[src/rtl/huffman_canonical_code_builder_defines.svh]
// assertion macros for the rtl top level of the canonical code builder
// depends on a clock named clk and an active-low reset named rst_n in scope
`ifndef HUFFMAN_CANONICAL_CODE_BUILDER_DEFINES_SVH
`define HUFFMAN_CANONICAL_CODE_BUILDER_DEFINES_SVH

// same-cycle implication
`define HCCB_AST_IMPL(lbl, ante, cons) \
    lbl: assert property (@(posedge clk) disable iff (!rst_n) (ante) |-> (cons)) \
        else $error("hccb check failed");

// next-cycle implication
`define HCCB_AST_NEXT(lbl, ante, cons) \
    lbl: assert property (@(posedge clk) disable iff (!rst_n) (ante) |=> (cons)) \
        else $error("hccb check failed");

`endif

[src/rtl/hccb_pkg.sv]
// types, codes and default sizes for the canonical huffman code builder
// no dependencies
package hccb_pkg;

    // default configuration
    localparam int ALPHABET_DEF     = 256;
    localparam int MAX_CODE_LEN_DEF = 32;
    localparam int COUNT_BITS_DEF   = 32;

    // fixed field widths
    localparam int SYM_W    = 8;
    localparam int FREQ_W   = 32;
    localparam int LEN_W    = 8;
    localparam int CODE_W   = 32;
    localparam int CLEN_W   = 6;
    localparam int TOTAL_W  = 9;
    localparam int STATUS_W = 2;

    localparam logic [CLEN_W-1:0] CLEN_MAX = 6'd63;

    // operation codes
    localparam logic FN_LOAD = 1'b0;
    localparam logic FN_READ = 1'b1;

    // status codes
    localparam logic [STATUS_W-1:0] ST_OK    = 2'd0;
    localparam logic [STATUS_W-1:0] ST_LONG  = 2'd1;
    localparam logic [STATUS_W-1:0] ST_NONE  = 2'd2;
    localparam logic [STATUS_W-1:0] ST_RANGE = 2'd3;

    typedef enum logic [4:0] {
        S_IDLE,
        S_LOAD,
        S_SCAN_RD,
        S_SCAN_CHK,
        S_INS_RD,
        S_INS_CHK,
        S_MRG_RDA,
        S_MRG_RDB,
        S_MRG_SUM,
        S_ROOT,
        S_DFS_POP,
        S_DFS_CHK,
        S_DFS_KID,
        S_DFS_KID2,
        S_DFS_LEAF,
        S_RK_RD,
        S_RK_CHK,
        S_CODE_RD,
        S_CODE_WR,
        S_QRY,
        S_RESULT
    } state_t;

    // control from the sequencer to the code generator
    typedef struct packed {
        logic             step;
        logic             first;
        logic [LEN_W-1:0] len;
    } hccb_cg_ctrl_t;

endpackage

[src/rtl/hccb_code_gen.sv]
// canonical code generator: running code value and too-long flag
// depends on hccb_pkg
module hccb_code_gen #(
    parameter int MAX_CODE_LEN = hccb_pkg::MAX_CODE_LEN_DEF
) (
    input  logic                         clk,
    input  logic                         rst_n,
    input  hccb_pkg::hccb_cg_ctrl_t      ctrl,
    output logic [hccb_pkg::CODE_W-1:0]  code,
    output logic                         too_long
);
    import hccb_pkg::*;

    localparam int SH_W = $clog2(CODE_W);

    logic [CODE_W-1:0] prev_code_reg;
    logic [LEN_W-1:0]  prev_len_reg;
    logic              long_reg;
    logic [LEN_W-1:0]  diff;
    logic [CODE_W-1:0] inc;
    logic              len_long;

    // next code: 0 if first or wide step, else (prev+1) << step
    always_comb
    begin
        diff     = ctrl.len - prev_len_reg;
        inc      = prev_code_reg + CODE_W'(1);
        len_long = 32'(ctrl.len) > 32'(MAX_CODE_LEN);
        if (ctrl.first)
        begin
            code = '0;
        end
        else if (diff >= LEN_W'(CODE_W))
        begin
            code = '0;
        end
        else
        begin
            code = inc << diff[SH_W-1:0];
        end
    end

    assign too_long = long_reg;

    // history of the previous ranked entry
    always_ff @(posedge clk or negedge rst_n)
    begin
        if (!rst_n)
        begin
            prev_code_reg <= '0;
            prev_len_reg  <= '0;
            long_reg      <= 1'b0;
        end
        else if (ctrl.step)
        begin
            prev_code_reg <= code;
            prev_len_reg  <= ctrl.len;
            long_reg      <= ctrl.first ? len_long : (long_reg | len_long);
        end
    end

endmodule

[config.mk]
export PLATFORM = sky130hd
export DESIGN_NAME = hccb_code_gen
export DESIGN_NICKNAME = d
export VERILOG_FILES = /design/src/rtl/huffman_canonical_code_builder_defines.svh /design/src/rtl/hccb_pkg.sv /design/src/rtl/hccb_code_gen.sv
export SDC_FILE = /design/constraint.sdc
export NUM_CORES = 1
export LEC_CHECK = 0
export CAP_MARGIN = 20
export CORE_UTILIZATION = 35
export DETAILED_ROUTE_END_ITERATION = 7
export DONT_BUFFER_PORTS = 1
export PLACE_DENSITY = 0.52
export SYNTH_ARGS = -nofsm -noshare
export SYNTH_HDL_FRONTEND = slang
export SYNTH_SLANG_ARGS = --single-unit
[constraint.sdc]
create_clock -name clk -period 10.35 [get_ports clk]
set_input_delay 2.5875 -clock clk [delete_from_list [all_inputs] [get_ports clk]]
set_output_delay 2.5875 -clock clk [all_outputs]
set_load 0.01 [all_outputs]
; Yosys cells after proc, flatten, opt, wreduce, memory -nomap -nowiden
; Index checks and enable logic that the tools add are counted.
[word_totals]
inputBits = 12
register_bits = 41
[op_classes]
n_shift = 1
addsub = 2
n_mux = 3
bitwise_logic = 1
order_cmp = 2
[op_table]
columns = cell, count
row1 = $mux W32, 2
row2 = $add A32 B1 Y32 const B, 1
row3 = $shl A32 B5 Y32, 1
row4 = $ge A8 B6 Y1 const B, 1
row5 = $gt A8 B6 Y1 const B, 1
row6 = $sub A8 B8 Y8, 1
row7 = $mux W1, 1
row8 = $or A1 B1 Y1, 1

; Longest topological paths before layout
[depth]
ltp_word = 4
mapped_depth = 14

; Worst setup path after synthesis
; Ideal clock, no wire load.
[synth_path]
path_type = input to output
startpoint = in ctrl[0] (netlist name)
endpoint = out code[30] (netlist name)
path_buffers = 3
stages = 12
slack_ps = 2394
arrival_time_ps = 5368
cell_sequence = inv_1 -> ha_1 -> inv_1 -> fa_1 -> clkbuf_1 -> buf_1 -> clkbuf_1 -> a211oi_1 -> nor3_1 -> a22oi_1 -> a2111o_1 -> a31oi_1
[synth_between]
elab_chain_cells = 4
elab_cells_between_ends = 5
[synth_rtl]
columns = item, line_no
row1 = start: declaration, hccb_code_gen.sv:8  ; input hccb_pkg::hccb_cg_ctrl_t ctrl,
row2 = $sub A8 B8 Y8 *, hccb_code_gen.sv:26  ; diff = ctrl.len - prev_len_reg;
row3 = $ge A8 B6 Y1 / $shl A32 B5 Y32 (equally long branches), "hccb_code_gen.sv:33, hccb_code_gen.sv:39"
row4 = $mux W32 *, hccb_code_gen.sv:33  ; else if (diff >= LEN_W'(CODE_W))
row5 = $mux W32 *, hccb_code_gen.sv:29  ; if (ctrl.first)
row6 = end: declaration, hccb_code_gen.sv:9  ; output logic [hccb_pkg::CODE_W-1:0] code,
; Every way passes the cells marked *; elsewhere a longest branch is shown, timed or not.

; Worst setup path in the final report
[layout_path]
startpoint = in ctrl[0] (netlist name)
endpoint = out code[25] (netlist name)
; Same word-level chain as after synthesis.

==> results.py <==
metrics = {
    "logic_synthesis": {
        "seq_area_frac_synth": 0.197,
        "ys_ff_latch": 41,
        "synth_cell_types": 82,
        "synthArstFlopShare": 1.00,
        "yosys-top-cells-area": "dfrtp_1 20%, mux2_2 6.5%, nand2_1 4.5%",
        "synth_area_mm2": 0.00522,
        "yosys.area.top_type_share": 0.197,
        "synth_fp_nets": 715,
        "synthFlopType": "dfrtp_1",
        "ys_warn_count": 0,
        "synth_cells": 693,
        "synth_edf_count": 0,
        "synth_area_per_cell_um2": 7.53,
        "yosys.area.top_type": "dfrtp_1",
    },
    "floorplanning": {
        "die_y_um": 124,
        "dieArea_mm2": 0.0154,
        "rows": 44,
        "start_util": 0.359,
        "fp.dieW_um": 124,
        "coreArea_mm2": 0.0145,
        "ios": 45,
    },
    "sta": {
        "skew_ps": 6.58,
        "fin_crit_sh": 0.849,
        "rsz0062_at_grt": "no",
        "fin_tns_setup_ps": 0,
        "hold_viol": 0,
        "max_freq_mhz": 114,
        "max_slew_margin": 0.185,
        "setup_violations": 0,
        "worstMarginPinSlew_ps": 1190,
        "slew_violations": 0,
        "min_period_ps": 8790,
    },
    "power_and_ir_drop": {
        "p_seq_frac": 0.243,
        "share_comb_of_total_power": 0.503,
        "p_sw_w": 0.000337,
        "p_sw_frac": 0.452,
        "pwr-share-clk": 0.254,
        "p_int_w": 0.000409,
        "total_power_w": 0.000747,
        "ir_drop_uv": 89.5,
        "total_leakage_power_nw": 1.89,
        "power_density_mw_per_mm2": 138,
    },
    "drt": {
        "wl_um": 19800,
        "first_pass_iters": 5,
        "drt-initial-drc-count": 743,
        "viasPerCell": 6.85,
        "vias": 5648,
        "drc": 0,
        "drtAntennaViolNets": 0,
        "wl_per_cell_um": 24.1,
    },
    "clock_tree": {
        "cts.sinks": 41,
        "clk_pin_slew_ps": 60,
        "postCtsResizedCells": 0,
        "cts_tree": "yes",
        "cts_hold_buffers": 0,
        "htreeDepth": 2,
        "cts_buffers": 5,
        "insertion_delay_ps": 290,
        "cts-root-buf": "clkbuf_16",
        "postCtsSetupRepairBufs": 0,
        "clock_path_buffers": 2,
    },
    "final_layout": {
        "fin_area_mm2": 0.00542,
        "mostFrequentLayoutCells": "63 x nand2_1, 53 x nor2_1, 41 x dfrtp_1",
        "area_growth_pct": 3.81,
        "nets": 662,
        "largest_register_ff_count": 32,
        "drive_gt1_frac": 0.123,
        "nFillCells": 1545,
        "layout_commonest_cell": "nand2_1",
        "n_antenna_cell": 0,
    },
    "place": {
        "numPortBuffers": 0,
        "place_area_mm2": 0.00524,
        "dp_hpwl_um": 15000,
        "gp_congestion": 1.01,
    },
    "grt": {
        "antenna_found_initial": 0,
        "grt_use_total": 0.263,
        "grt_overflow": 0,
        "grt_max_degree": 49,
        "grt_pass1_vias": 5088,
        "grt_pass1_wl_um": 30400,
    },
    "worst_setup_path": {
        "crit_path_end_kind": "primary output",
        "arrival_ps": 6200,
        "crit_path_start_kind": "input pin",
        "cp_slowest_stage_delay_ps": 1110,
        "critPathRequiredTime_ps": 7760,
        "critical_path.slowest_cell": "a2111oi_0",
        "worstPathMaxFanout": 26,
        "worst-setup-path-type": "input pin to primary output",
        "path_cells": "inv_1 -> ha_2 -> inv_1 -> a2111oi_0 -> o21ai_0 -> a221oi_1 -> a211oi_1 -> a221oi_1",
    },
    "status": {
        "status": "finished clean",
    },
    "flow_run": {
        "drv_cap": 0,
    },
    "worst_hold_path": {
        "hold_path_class": "flop to flop",
    },
}
-- layer usage --
layer,global-route usage,part of all wire
met5,0,0
met4,0.0938,0.032
met3,0.0522,0.10
met2,0.403,0.45
met1,0.365,0.42
-- cell type report --
| class | count | area [um^2] | share of cell area |
|---|---|---|---|
| clock buffers | 7 | 143 | 0.0263 |
| multi-input cells | 562 | 3840 | 0.710 |
| well taps | 184 | 230 | 0.0425 |
| inverters | 22 | 82.6 | 0.0152 |
| flip-flops and latches | 41 | 1030 | 0.189 |
| repair buffers | 8 | 60.1 | 0.0111 |
| clock inverters | 1 | 30.0 | 0.00554 |
-- final timing paths --
check | start | slack, ps | to | depth (start not counted)
min | prev_len_reg[7] | 540 | prev_len_reg[7] | 1
max in group asynchronous | rst_n | 8250 | prev_code_reg[9] | 0
max | ctrl[0] | 1560 | code[25] | 8
max reg2reg | prev_code_reg[0] | 5980 | prev_code_reg[25] | 9
min in group asynchronous | rst_n | 1980 | prev_code_reg[23] | 0
min reg2reg | prev_len_reg[7] | 540 | prev_len_reg[7] | 1
-- worst max-delay path: cells and delay by family --
family / cells / cell delay, ps
adders and majority gates: 1 / 620
AOI/OAI and AO/OA: 5 / 2500
buffers and inverters: 2 / 480
-- kinds of logic (layout without fill, tap and decap cells) --
| family | count (synthesis) | count (layout) | synth area share |
|---|---|---|---|
| multiplexers | 43 | 43 | 0.102 |
| XOR/XNOR | 23 | 23 | 0.0386 |
| buffers and inverters | 90 | 38 | 0.0715 |
| flip-flops | 41 | 41 | 0.197 |
| adder cells (fa/ha/maj) | 10 | 10 | 0.0254 |
| AND/OR/NAND/NOR | 268 | 268 | 0.266 |
| AO/OA/AOI/OAI | 218 | 218 | 0.300 |
-- synthesized netlist by cell type, drive strengths merged, types with 12 or more instances --
cell	instances
clkbuf	46
a211oi	12
inv	22
a31oi	12
o21ai	41
nor2	53
or4	13
nand2	64
mux2	30
xnor2	13
a21oi	34
nor4	15
o31ai	14
nand3	40
dfrtp	41
nand4	16
buf	22
nor3	27
-- power groups by stage --
stage          clock network [W]  registers, W  logic (W)
5_1_grt                 0.000199      0.000182   0.000400
6_report                0.000190      0.000181   0.000375
3_5_place_dp                   0      0.000184   0.000363
2_1_floorplan                  0      0.000175   0.000269
4_1_cts                 0.000193      0.000181   0.000364
3_3_place_gp                   0      0.000184   0.000365
-- stage by stage --
step	hold WS (ps)	std cells	setup WS [ps]	utilization
after CTS	550	825	1740	0.373
final	538	825	1560	0.373
after detailed placement	535	817	1760	0.361
after floorplan	477	693	2390	-
after global routing	560	825	1400	0.373
after global placement	512	817	1630	0.361
(Power assumes the default switching activity.)
